[config.mk]
export PLATFORM = sky130hd
export DESIGN_NAME = hse_ctrl
export DESIGN_NICKNAME = d
export VERILOG_FILES = /design/src/sv/hse_pkg.sv /design/src/sv/hse_ctrl.sv
export SDC_FILE = /design/constraint.sdc
export NUM_CORES = 1
export LEC_CHECK = 0
export BUFFER_PORTS_ARGS = -buffer_cell sky130_fd_sc_hd__clkbuf_2
export CAP_MARGIN = 20
export CORE_AREA = 3 3 40 42
export DETAILED_ROUTE_END_ITERATION = 7
export DIE_AREA = 0 0 43 45
export GPL_TIMING_DRIVEN = 0
export PLACE_DENSITY_LB_ADDON = 0.08
export SYNTH_ARGS = -nofsm -noshare
export SYNTH_HDL_FRONTEND = slang
export SYNTH_SLANG_ARGS = --single-unit
[constraint.sdc]
create_clock -name clk -period 1.7 [get_ports clk]
set_input_delay 0.085 -clock clk [delete_from_list [all_inputs] [get_ports clk]]
set_output_delay 0.085 -clock clk [all_outputs]
set_load 0.01 [all_outputs]
[src/sv/hse_pkg.sv]
// Shared types and codes for the hash set engine.
// No dependencies; imported by the controller, the datapath and the top level.
package hse_pkg;

	localparam logic [1:0] OP_ADD      = 2'd0;
	localparam logic [1:0] OP_REMOVE   = 2'd1;
	localparam logic [1:0] OP_CONTAINS = 2'd2;

	typedef struct packed {
		logic load_req;
		logic rd_en;
		logic wr_en;
		logic clr_wr;
		logic out_load;
	} hse_cmd_t;

	typedef struct packed {
		logic mod_done;
		logic clr_last;
	} hse_sts_t;

endpackage

[src/sv/hse_ctrl.sv]
// Controller: clearing pass, request sequencing and output valid register.
// Depends on hse_pkg; drives the datapath through hse_cmd_t.
module hse_ctrl
	import hse_pkg::*;
(
	input  logic     clk,
	input  logic     arst_n,
	input  logic     in_valid,
	output logic     in_stall,
	output logic     out_valid,
	input  logic     out_stall,
	input  hse_sts_t sts,
	output hse_cmd_t cmd
);

	localparam logic [1:0] ST_CLEAR = 2'd0;
	localparam logic [1:0] ST_IDLE  = 2'd1;
	localparam logic [1:0] ST_MOD   = 2'd2;
	localparam logic [1:0] ST_CMP   = 2'd3;

	logic [1:0] state_q;
	logic [1:0] state_d;
	logic       out_valid_q;
	logic       out_free;

	assign out_free = !out_valid_q || !out_stall;
	assign in_stall = (state_q != ST_IDLE);

	always_comb begin
		cmd     = '0;
		state_d = state_q;
		case (state_q)
			ST_CLEAR: begin
				cmd.clr_wr = 1'b1;
				if (sts.clr_last) begin
					state_d = ST_IDLE;
				end
			end
			ST_IDLE: begin
				if (in_valid) begin
					cmd.load_req = 1'b1;
					state_d      = ST_MOD;
				end
			end
			ST_MOD: begin
				if (sts.mod_done) begin
					cmd.rd_en = 1'b1;
					state_d   = ST_CMP;
				end
			end
			ST_CMP: begin
				if (out_free) begin
					cmd.wr_en    = 1'b1;
					cmd.out_load = 1'b1;
					state_d      = ST_IDLE;
				end
			end
			default: begin
				state_d = ST_CLEAR;
			end
		endcase
	end

	always_ff @(posedge clk or negedge arst_n) begin
		if (!arst_n) begin
			state_q     <= ST_CLEAR;
			out_valid_q <= 1'b0;
		end else begin
			state_q <= state_d;
			if (cmd.out_load) begin
				out_valid_q <= 1'b1;
			end else if (!out_stall) begin
				out_valid_q <= 1'b0;
			end
		end
	end

	assign out_valid = out_valid_q;

`ifndef NO_ASSERTIONS
	a_cmd_excl: assert property (@(posedge clk) disable iff (!arst_n)
		$onehot0({cmd.clr_wr, cmd.wr_en, cmd.rd_en, cmd.load_req}))
		else $error("memory commands overlap");

	a_out_no_overwrite: assert property (@(posedge clk) disable iff (!arst_n)
		cmd.out_load |-> (!out_valid_q || !out_stall))
		else $error("result register overwritten while stalled");

	a_no_req_in_clear: assert property (@(posedge clk) disable iff (!arst_n)
		(state_q == ST_CLEAR) |-> (in_stall && !out_valid_q))
		else $error("request path active during clearing pass");
`endif

endmodule

==> results of run 1 <==
synthesized netlist by cell type (all sizes together):
cell type / count
a41oi: 1
ha: 4
a41o: 1
nand2b: 2
mux2: 1
o2111ai: 1
a21o: 1
buf: 1
and2: 2
a21boi: 1
inv: 3
nand3: 1
dfrtp: 3
cell type report:
type                    count  area, um^2  share of cell area, %
inverters                   3        11.3                   3.08
clock buffers               4        26.3                   7.19
plain buffers               1        7.51                   2.05
flip-flops and latches      3        75.1                   20.5
multi-input cells          15         156                   42.8
well taps                  15        18.8                   5.14
repair buffers             13        70.1                   19.2
repair_timing:
action	4_1_cts	5_1_grt
setup endpoints to repair	0	0
hold endpoints to repair	3	0
hold buffers	1	0
resized for setup	0	0
state kept, by name, summed over array words and instances, names as in the netlist:
| name | cells |
|---|---|
| out_valid | 1 |
| state_q | 2 |
cells by family after synthesis:
group                      count (synthesis)  synth area share, %
AOI/OAI and AO/OA                          5                 20.0
and+or+nand+nor                            5                 16.5
DFF                                        3                 30.0
muxes                                      1                 6.00
buffers and inverters                      4                 7.50
adders and majority gates                  4                 20.0
worst max path at each step:
stage,from,endpoint,cells after the start
after floorplan,state_q[0]$_DFFE_PN0P_,state_q[1]$_DFFE_PN0P_,5
after global placement,state_q[1]$_DFFE_PN0P_,state_q[1]$_DFFE_PN0P_,5
after detailed placement,state_q[1]$_DFFE_PN0P_,state_q[1]$_DFFE_PN0P_,5
after CTS,state_q[1]$_DFFE_PN0P_,cmd[2],4
after global routing,state_q[1]$_DFFE_PN0P_,cmd[2],4
final,state_q[1]$_DFFE_PN0P_,cmd[2],4
worst max-delay path, stage by stage, from the launching register on:
cell and delay (ps):
dfrtp_1 380, ha_1 210, a21boi_0 240, buf_4 150, clkbuf_2 120
report_power, final:
group | total (uW) | switching [uW] | internal (uW)
clock | 121 | 33.6 | 87.7
sequential | 143 | 33.8 | 109
combinational | 379 | 178 | 201
layer usage:
layer	vias to the layer above	wire length [um]
met5	-	0
met4	0	0
met3	0	37
met2	6	224
met1	87	197
li1	111	-
metrics by stage:
stage                     hold slack (ps)  std cells
final                                 107         54
after floorplan                      -211         22
after global placement               -116         49
after global routing                  114         54
after detailed placement             -115         49
after CTS                             103         54
==> flow_metrics.env, run 1 <==
export IMPL_drcViolationCount=0
export IMPL_finalClockSkew_ps=1.91
export IMPL_min_path_type="in2reg"
export IMPL_worst_slack_ps=294
export IMPL_p_leak_uw=0.000197
export IMPL_fin_crit_ps=1410
export IMPL_cts_buffer_depth=2
export IMPL_hold_viol=0
export IMPL_dp_final_hpwl_um=415
export IMPL_synth_area_leaders="dfrtp_1 30%, ha_1 20%, nand2b_2 7.0%, mux2_4 6.0%, o2111ai_2 6.0%"
export IMPL_synth_avg_cell_area_um2=11.4
export IMPL_crit_path_end_kind="output pin"
export IMPL_holdPathEnd="out_valid$_DFFE_PN0P_"
export IMPL_reg2reg_depth=5
export IMPL_yosysWarnings=0
export IMPL_fillers=140
export IMPL_grt_pass1_vias=200
export IMPL_gp_congestion=0.653
export IMPL_layout_commonest_cell="clkbuf_2"
export IMPL_cts_root_buf="clkbuf_4"
export IMPL_first_pass_iters=2
export IMPL_fin_area_um2=365
export IMPL_die_h_um=45
export IMPL_pre_cts_ws_ps=326
export IMPL_r2r_setup_slack_ps=330
export IMPL_fp_dieArea_um2=1940
export IMPL_finalSetupTns_ps=0
export IMPL_peakVddDrop_uv=498
export IMPL_grt_overflow=0
export IMPL_rr_startpoint="state_q[1]$_DFFE_PN0P_"
export IMPL_rsz0062_at_grt="no"
export IMPL_cts_buffers=3
export IMPL_p_per_area_nw_per_um2=1760
export IMPL_antenna_left=0
export IMPL_crit_type="reg2out"
export IMPL_cap_violations=0
export IMPL_final_util_pct=28.4
export IMPL_hold_depth=2
export IMPL_antenna_found_initial=0
export IMPL_required_ps=1620
export IMPL_vias=204
export IMPL_timing_rr_end="state_q[1]$_DFFE_PN0P_"
export IMPL_drive_gt1_share_pct=61.5
export IMPL_drt_wl_total_um=459
export IMPL_p_total_uw=643
export IMPL_fmax_mhz=711
export IMPL_grt_util_met3_pct=1.59
export IMPL_ioPinCount=13
export IMPL_start_util_pct=19.5
export IMPL_area_growth_pct=46.0
export IMPL_cts_tree="built"
export IMPL_status="complete, no violations"
export IMPL_clock_sinks=3
export IMPL_cts_clk_slew_worst_paths_ps=40
export IMPL_worst_pin_slew_ps=223
export IMPL_slew_headroom_pct=85.0
export IMPL_synth_top_area_share_pct=30.0
export IMPL_cts_setup_buffers=0
export IMPL_num_rows=13
export IMPL_ys_seq_area_share_pct=30.0
export IMPL_yosysTopAreaCell="dfrtp_1"
export IMPL_hp_start="out_stall"
export IMPL_drv_slew=0
export IMPL_clk_latency_ps=230
export IMPL_first_iter_violations=3
export IMPL_gr_usage_met2_pct=8.08
export IMPL_layout_nets=50
export IMPL_grt_max_degree=5
export IMPL_io_buffers=12
export IMPL_die_w_um=43
export IMPL_antenna_cells=0
export IMPL_grt_pass1_wl_um=696
export IMPL_h_tree_depth=1
export IMPL_track_usage_pct=5.09
export IMPL_synth_distinct_cells=15
export IMPL_viasPerCell=3.78
export IMPL_start_kind="flip-flop"
export IMPL_ys_seq_elements=3
export IMPL_cp_arrival_ps=1320
export IMPL_setup_viol=0
export IMPL_layout_worst_path_cycle_share_pct=82.7
export IMPL_postSynthCellCount=22
export IMPL_final_cell_mix="12 x clkbuf_2, 4 x ha_1, 3 x clkbuf_4, 3 x dfrtp_1"
export IMPL_grt_busiest_layer="met2"
export IMPL_core_area_um2=1280
export IMPL_dpl_cell_area_um2=329
export IMPL_globalRouteMet1Util_pct=5.08
export IMPL_netlist_area_um2=250
export IMPL_synth_nets=32
export IMPL_wire_per_inst_um=8.50
export IMPL_crit_path_max_fanout=4
Power figures use the tool's default switching activity.
==> run 2, diff against run 1 <==
Clock period 1.7 ns to 1.4 ns, I/O delays scaled along.
==> flow_metrics.env, run 2 (synthesis gave the netlist of run 1 again) <==
export IMPL_fillers=139
export IMPL_min_path_type="in2reg"
export IMPL_hold_depth=2
export IMPL_start_kind="flip-flop"
export IMPL_final_cells=54
export IMPL_track_usage_pct=5.09
export IMPL_cts_buffers=3
export IMPL_critical_path_top_delay_family="flip-flops"
export IMPL_peakVddDrop_uv=629
export IMPL_cp_num_cells=5
export IMPL_cts_clk_slew_worst_paths_ps=40
export IMPL_vias=203
export IMPL_p_per_area_nw_per_um2=2130
export IMPL_clock_sinks=3
export IMPL_grt_pass1_vias=200
export IMPL_num_rows=13
export IMPL_drt_wl_total_um=458
export IMPL_dp_final_hpwl_um=415
export IMPL_first_pass_iters=1
export IMPL_crit_path_max_fanout=4
export IMPL_start_util_pct=19.5
export IMPL_io_buffers=12
export IMPL_hold_viol=0
export IMPL_drive_gt1_share_pct=76.9
export IMPL_gp_congestion=0.653
export IMPL_reg2reg_depth=5
export IMPL_finalClockSkew_ps=1.91
export IMPL_largest_register="state_q"
export IMPL_final_cell_mix="12 x clkbuf_2, 4 x ha_2, 3 x clkbuf_4, 3 x dfrtp_1"
export IMPL_ioPinCount=13
export IMPL_core_area_um2=1280
export IMPL_slowest_delay_ps=410
export IMPL_place_inst=49
export IMPL_grt_overflow=0
export IMPL_fp_dieArea_um2=1940
export IMPL_layout_worst_path_cycle_share_pct=94.4
export IMPL_cpMostUsedCell="inv_2"
export IMPL_crit_path_end_kind="flip-flop"
export IMPL_clk_latency_ps=230
export IMPL_layout_nets=50
export IMPL_status="complete, no violations"
export IMPL_cp_arrival_ps=1430
export IMPL_rsz0062_at_grt="no"
export IMPL_critPathBufInv=2
export IMPL_first_iter_violations=0
export IMPL_cts_root_buf="clkbuf_4"
export IMPL_die_h_um=45
export IMPL_cts_tree="built"
export IMPL_finalSetupTns_ps=0
export IMPL_area_growth_pct=51.5
export IMPL_p_leak_uw=0.000190
export IMPL_slew_headroom_pct=88.2
export IMPL_viasPerCell=3.76
export IMPL_drcViolationCount=0
export IMPL_required_ps=1510
export IMPL_layout_commonest_cell="clkbuf_2"
export IMPL_cp_cell_sequence="inv_2 -> ha_2 -> inv_2 -> o2111ai_2 -> mux2_4"
export IMPL_cts_buffer_depth=2
export IMPL_largest_reg_flops=2
export IMPL_crit_path_top_delay_cell="dfrtp_1"
export IMPL_worst_pin_slew_ps=174
export IMPL_grt_pass1_wl_um=696
export IMPL_h_tree_depth=1
export IMPL_drv_slew=0
export IMPL_antenna_found_initial=0
export IMPL_die_w_um=43
export IMPL_holdWs_ps=108
export IMPL_wire_per_inst_um=8.48
export IMPL_fin_crit_ps=1320
export IMPL_antenna_cells=0
export IMPL_antenna_left=0
export IMPL_fmax_mhz=756
export IMPL_p_total_uw=807
export IMPL_setup_viol=0
export IMPL_crit_type="reg2reg"
export IMPL_cap_violations=0
export IMPL_grt_max_degree=5
## run 2: cell type report
type	instances	area (um^2)	area share [%]
Buffer	1	7.51	1.98
Tap cell	15	18.8	4.95
Sequential cell	3	75.1	19.8
Clock buffer	4	26.3	6.93
Inverter	3	11.3	2.97
Multi-Input combinational cell	15	170	44.9
Timing Repair Buffer	13	70.1	18.5
## run 2: what timing repair did
action                     4_1_cts  5_1_grt
gates cloned                     0        0
buffers inserted                 0        0
hold buffers                     1        0
setup endpoints to repair        1        2
resized for setup                1        6
pin swaps                        0        1
hold endpoints to repair         3        0
## run 2: routing by layer
metal  vias up  track usage [%]  part of all wire [%]
met1        85             5.08                    43
met4         0             5.42                     0
met2         6             8.08                    49
met5         -                0                     0
met3         0             1.59                   8.1
li1        112                -                     -
## run 2: power by group
group          internal (uW)  total, uW  switching, uW
logic                    259        477            218
registers                132        182           49.5
clock network            107        147           40.8
total                    498        807            308
## run 2: path summary, 6_finish.rpt
path                                           to  slack, ps              startpoint
setup / recovery           state_q[1]$_DFFE_PN0P_         80  state_q[1]$_DFFE_PN0P_
hold / removal              out_valid$_DFFE_PN0P_        110               out_stall
setup reg to reg           state_q[1]$_DFFE_PN0P_         80  state_q[1]$_DFFE_PN0P_
hold reg to reg             out_valid$_DFFE_PN0P_        560   out_valid$_DFFE_PN0P_
max in group asynchronous  state_q[1]$_DFFE_PN0P_       1120                  arst_n
min in group asynchronous   out_valid$_DFFE_PN0P_        160                  arst_n
## run 2: through the flow
step	cell area (um^2)	util, %	setup WS, ps
2_1_floorplan	250	-	87.1
3_3_place_gp	329	25.6	35.0
3_5_place_dp	329	25.6	26.1
4_1_cts	365	28.4	16.2
5_1_grt	379	29.5	4.46
6_report	379	29.5	77.7
